$ cat config.mk
export PLATFORM = sky130hd
export DESIGN_NAME = hvt_out
export DESIGN_NICKNAME = d
export VERILOG_FILES = /design/src/rtl/core/hvt_pkg.sv /design/src/rtl/core/hvt_out.sv
export SDC_FILE = /design/constraint.sdc
export NUM_CORES = 1
export LEC_CHECK = 0
export BUFFER_PORTS_ARGS = -buffer_cell sky130_fd_sc_hd__buf_2
export CAP_MARGIN = 20
export CORE_AREA = 2 2 217 219
export CTS_CLUSTER_SIZE = 24
export DETAILED_ROUTE_END_ITERATION = 10
export DIE_AREA = 0 0 219 221
export GPL_ROUTABILITY_DRIVEN = 1
export SETUP_SLACK_MARGIN = 0.4
export SYNTH_ARGS = -nofsm -noshare
export SYNTH_HDL_FRONTEND = slang
export SYNTH_SLANG_ARGS = --single-unit
$ cat constraint.sdc
create_clock -name clock -period 8.1 [get_ports clock]
set_input_delay 0.405 -clock clock [delete_from_list [all_inputs] [get_ports clock]]
set_output_delay 0.405 -clock clock [all_outputs]
set_load 0.01 [all_outputs]
$ cat src/rtl/core/hvt_pkg.sv
// Shared types and constants of the homogeneous vertex transform.
package hvt_pkg;

   localparam int unsigned DIM    = 4;
   localparam int unsigned DATA_W = 32;
   localparam int unsigned PROD_W = 2 * DATA_W;
   // Four products of 64 bits sum exactly in 66 bits.
   localparam int unsigned SUM_W  = PROD_W + 2;

   localparam logic ACT_LOAD  = 1'b0;
   localparam logic ACT_XFORM = 1'b1;

   localparam logic [DATA_W-1:0] SAT_MAX = 32'h7FFF_FFFF;
   localparam logic [DATA_W-1:0] SAT_MIN = 32'h8000_0000;

   typedef struct packed {
      logic              action;
      logic [1:0]        row;
      logic [1:0]        col;
      logic [DATA_W-1:0] coef;
      logic [DATA_W-1:0] in_x;
      logic [DATA_W-1:0] in_y;
      logic [DATA_W-1:0] in_z;
      logic [DATA_W-1:0] in_w;
   } req_type;

   typedef struct packed {
      logic [DATA_W-1:0] out_x;
      logic [DATA_W-1:0] out_y;
      logic [DATA_W-1:0] out_z;
      logic [DATA_W-1:0] out_w;
      logic              overflow;
   } rsp_type;

   // What one cell hands to the next: the transaction itself and the running sums.
   typedef struct packed {
      logic                       valid;
      logic                       action;
      logic [1:0]                 row;
      logic [1:0]                 col;
      logic [DATA_W-1:0]          coef;
      logic [DIM-1:0][DATA_W-1:0] vec;
      logic [DIM-1:0][SUM_W-1:0]  acc;
   } cell_bus_type;

endpackage

$ cat src/rtl/core/hvt_out.sv
// Output stage: rescales the exact sums, saturates and holds the result register.
module hvt_out #(
   parameter int unsigned FRAC_BITS = 16
) (
   input  logic                  clock,
   input  logic                  reset,
   input  logic                  enable,
   input  hvt_pkg::cell_bus_type bus_in,
   output logic                  rsp_valid,
   output hvt_pkg::rsp_type      rsp_data
);

   logic                                         rsp_valid_ff, rsp_valid_in;
   hvt_pkg::rsp_type                             rsp_data_ff, rsp_data_in;
   logic signed [hvt_pkg::SUM_W-1:0]             scaled;
   logic [hvt_pkg::SUM_W-1:hvt_pkg::DATA_W-1]    top_bits;
   logic [hvt_pkg::DIM-1:0][hvt_pkg::DATA_W-1:0] comp;
   logic [hvt_pkg::DIM-1:0]                      sat;

   always_comb begin
      scaled   = '0;
      top_bits = '0;
      for (int r = 0; r < hvt_pkg::DIM; r++) begin
         scaled   = $signed(bus_in.acc[r]) >>> FRAC_BITS;
         top_bits = scaled[hvt_pkg::SUM_W-1:hvt_pkg::DATA_W-1];
         // The value fits when every bit above the 32-bit sign agrees with it.
         sat[r]   = !((&top_bits) || !(|top_bits));
         if (sat[r]) begin
            comp[r] = scaled[hvt_pkg::SUM_W-1] ? hvt_pkg::SAT_MIN : hvt_pkg::SAT_MAX;
         end else begin
            comp[r] = scaled[hvt_pkg::DATA_W-1:0];
         end
      end
   end

   always_comb begin
      rsp_valid_in         = bus_in.valid && bus_in.action == hvt_pkg::ACT_XFORM;
      rsp_data_in.out_x    = comp[0];
      rsp_data_in.out_y    = comp[1];
      rsp_data_in.out_z    = comp[2];
      rsp_data_in.out_w    = comp[3];
      rsp_data_in.overflow = |sat;
   end

   always_ff @(posedge clock) begin
      if (reset) begin
         rsp_valid_ff <= 1'b0;
      end else if (enable) begin
         rsp_valid_ff <= rsp_valid_in;
         rsp_data_ff  <= rsp_data_in;
      end
   end

   assign rsp_valid = rsp_valid_ff;
   assign rsp_data  = rsp_data_ff;

endmodule

==> flow_summary_export.csv <==
group,metric,value,unit
worst_setup_path,rrSetupSlack,7560,ps
power,power_leakage,3.727,nW
logic_synthesis,synth_top_area_cell,"edfxtp_1",
clock_network,post_cts_resized,0,
clock_network,clock-root-buffer,"clkbuf_16",
logic_synthesis,synthAdderAreaFrac,0,
sta,rsz0062_at_grt,"false",
logic_synthesis,seq_area_frac_synth,0.6888,
clock_network,clkSlewWorstSetupHoldPaths,60,ps
logic_synthesis,synthTopCellsByArea,"edfxtp_1 69%, a21o_2 13%, a21o_1 5.2%",
power,p_sw_frac,0.2409,
layout,drive_above_1_share,0.6773,
floorplanning,io_pins,563,
logic_synthesis,synth-edff-count,129,
placed_design,dp_hpwl,14530,um
sta,fin_crit_sh,0.2408,
worst_setup_path,required,8270,ps
clock_network,clk_path_buf_depth,2,
sta,fin_crit,1950,ps
logic_synthesis,synth-simple-area-share,0.06264,
clock_network,cts-hold-fix-buffers,0,
drt,first_iter_violations,170,
global_routing,grt_max_degree,63,
floorplanning,rows,79,
global_routing,antenna_found_initial,7,
global_routing,grt_pass1_wl,27630,um
worst_setup_path,max_stage_delay,660,ps
floorplanning,die_w,219,um
logic_synthesis,synth_top_family_by_area,"compound AO/OA/AOI/OAI gates",
sta,slew_violations,0,
power,ir_worst_vdd,0.0001352,V
drt,vias_per_cell,3.374,
sta,slew-limit-headroom,0.4206,
floorplanning,start_util,0.1227,
job,cap_violations,0,
power,combPwrFrac,0.108,
sta,tightest_slew,869.1,ps
worst_setup_path,crit_arrival,2120,ps
clock_network,tritoncts.num_buffers,17,
logic_synthesis,yosys_warnings,0,
drt,wire_per_inst,14.62,um
placed_design,portBuffers,334,
drt,first_pass_iters,4,
drt,num_vias,4390,
layout,final_cells,1301,
logic_synthesis,synthCells,347,
drt,drt-total-wl,19020,um
sta,fin_skew,0,ps
logic_synthesis,syn_area_per_cell,16.29,sq um
sta,final-setup-viol-count,0,
sta,hold_violations,0,
drt,drc_errors,0,
clock_network,h-tree-depth,4,
logic_synthesis,netlist_area,5653,sq um
logic_synthesis,synthesis.nets,780,
logic_synthesis,synthMostInstantiatedCell,"edfxtp_1",
layout,syn_to_final_growth,50.55,%
logic_synthesis,ys.flop_type,"edfxtp_1",
worst_setup_path,cp_slowest_cell,"a31o_2",
logic_synthesis,synth_top_cell_area_share,0.6853,
global_routing,grt_usage,0.08111,
layout,fin_nets,1111,
logic_synthesis,synth_compound_area_frac,0.2001,
logic_synthesis,synth-xor-area-share,0,
worst_hold_path,hold_path_class,"primary input to flop",
status,status,"completed",
placed_design,dp_cells,1266,
power,p_sw,0.4284,mW
logic_synthesis,ys_seq_elements,130,
worst_setup_path,crit_path_start_kind,"primary input",
clock_network,post_cts_buffers,0,
clock_network,insertion_delay,460,ps
global_routing,grt_pass1_vias,4664,
worst_setup_path,path_max_fanout,32,
clock_network,clock-sinks,130,
power,power.share.sequential,0.451,
worst_setup_path,path_class,"primary input to flop",
worst_setup_path,worst_setup_path_end_kind,"flop",
global_routing,grt_overflow_total,0,
logic_synthesis,synthTopCellsByCount,"129 x edfxtp_1, 85 x a21o_2, 39 x a21o_1",
worst_setup_path,path_cells,"buf_2, nor4_1, nand4_1, nor4_2, a31o_2, nand4_1",
clock_network,cts_tree,"built",
logic_synthesis,yosysUniqueCellTypes,21,
power,power_density,209.0,nW/um^2
floorplanning,die_area,48400,sq um
logic_synthesis,synthMuxAreaShare,0,
sta,max_freq,512.7,MHz
logic_synthesis,async_flop_share,0,
power,clkPwrFrac,0.441,
floorplanning,core-area,46060,sq um
floorplanning,die_h,221,um
drt,drt.antenna.violating_nets,0,
placed_design,place_congestion,0.7976,
worst_setup_path,cp_common_cell,"nand4_1",
power,p_int,1.350,mW
sta,final.setup.tns,0,ps
[per-stage QoR]
step	utilization	area [sq um]	hold WS (ps)	total power [mW]	setup WS, ps
3_5_place_dp	0.1718	7914	454.6	1.013	5631
5_1_grt	0.1847	8506	105.7	1.865	5924
6_report	0.1848	8511	140.1	1.779	6150
2_1_floorplan	-	5653	474.1	0.8989	1334
4_1_cts	0.1846	8503	86.73	1.825	6162
3_3_place_gp	0.1718	7914	455.8	1.010	5624
[critical path: cells and delay by family]
| kind | cells | cell delay [ps] |
|---|---|---|
| AOI/OAI and AO/OA | 1 | 660 |
| buffers and inverters | 1 | 100 |
| and+or+nand+nor | 4 | 950 |
[final cells by class]
cell class	instances	area, sq um
fillers	5120	37550
clock buffers	21	460.4
flip-flops and latches	130	3894
repair buffers	340	1717
multi-input cells	189	1544
clock inverters	11	128.9
well taps	607	759.5
diodes	3	7.507
[worst paths after layout]
kind	to	cells after the start	start
worst max-delay path	rsp_data[0]	6	bus_in[58]
worst min register to register	rsp_valid	2	rsp_valid
worst min-delay path	rsp_valid	2	reset
worst max register to register	rsp_valid	2	rsp_valid
[cells by family after synthesis]
family	count (synthesis)
AND/OR/NAND/NOR	56
flip-flops	130
buffers and inverters	28
AO/OA/AOI/OAI	133
[flip-flops by register name, indices dropped and copies added, names as in the netlist]
signal,count
rsp_data,129
rsp_valid,1
[layer usage]
metal / track usage / up-vias / part of all wire
met3: 0.05141 / 29 / 0.13
met1: 0.08838 / 2048 / 0.40
met5: 0 / - / 0.0017
met2: 0.1209 / 239 / 0.44
li1: - / 2066 / -
met4: 0.04228 / 8 / 0.024
[power groups by stage]
stage / Combinational, mW / Sequential [mW] / Clock (mW)
5_1_grt: 0.212 / 0.806 / 0.846
6_report: 0.193 / 0.802 / 0.784
4_1_cts: 0.197 / 0.803 / 0.825
2_1_floorplan: 0.0533 / 0.846 / 0
3_3_place_gp: 0.195 / 0.815 / 0
3_5_place_dp: 0.197 / 0.817 / 0
[cell usage in the layout (no fill, tap or decap), drive strengths merged]
master    netlist  routed
diode           0       3
buf            24     340
and3            4       4
a311oi          4       4
nor4           20      20
nor2b           1       1
nand3           1       1
a21oi           1       1
dfxtp           1       1
clkinvlp        0       2
inv             0       2
edfxtp        129     129
nor2            8       8
bufinv          0       2
nand4          21      21
clkinv          0       5
clkbuf          1      21
nand2b          1       1
a31o            4       4
a21o          124     124
Note: power is estimated with default switching activity, not from simulation.
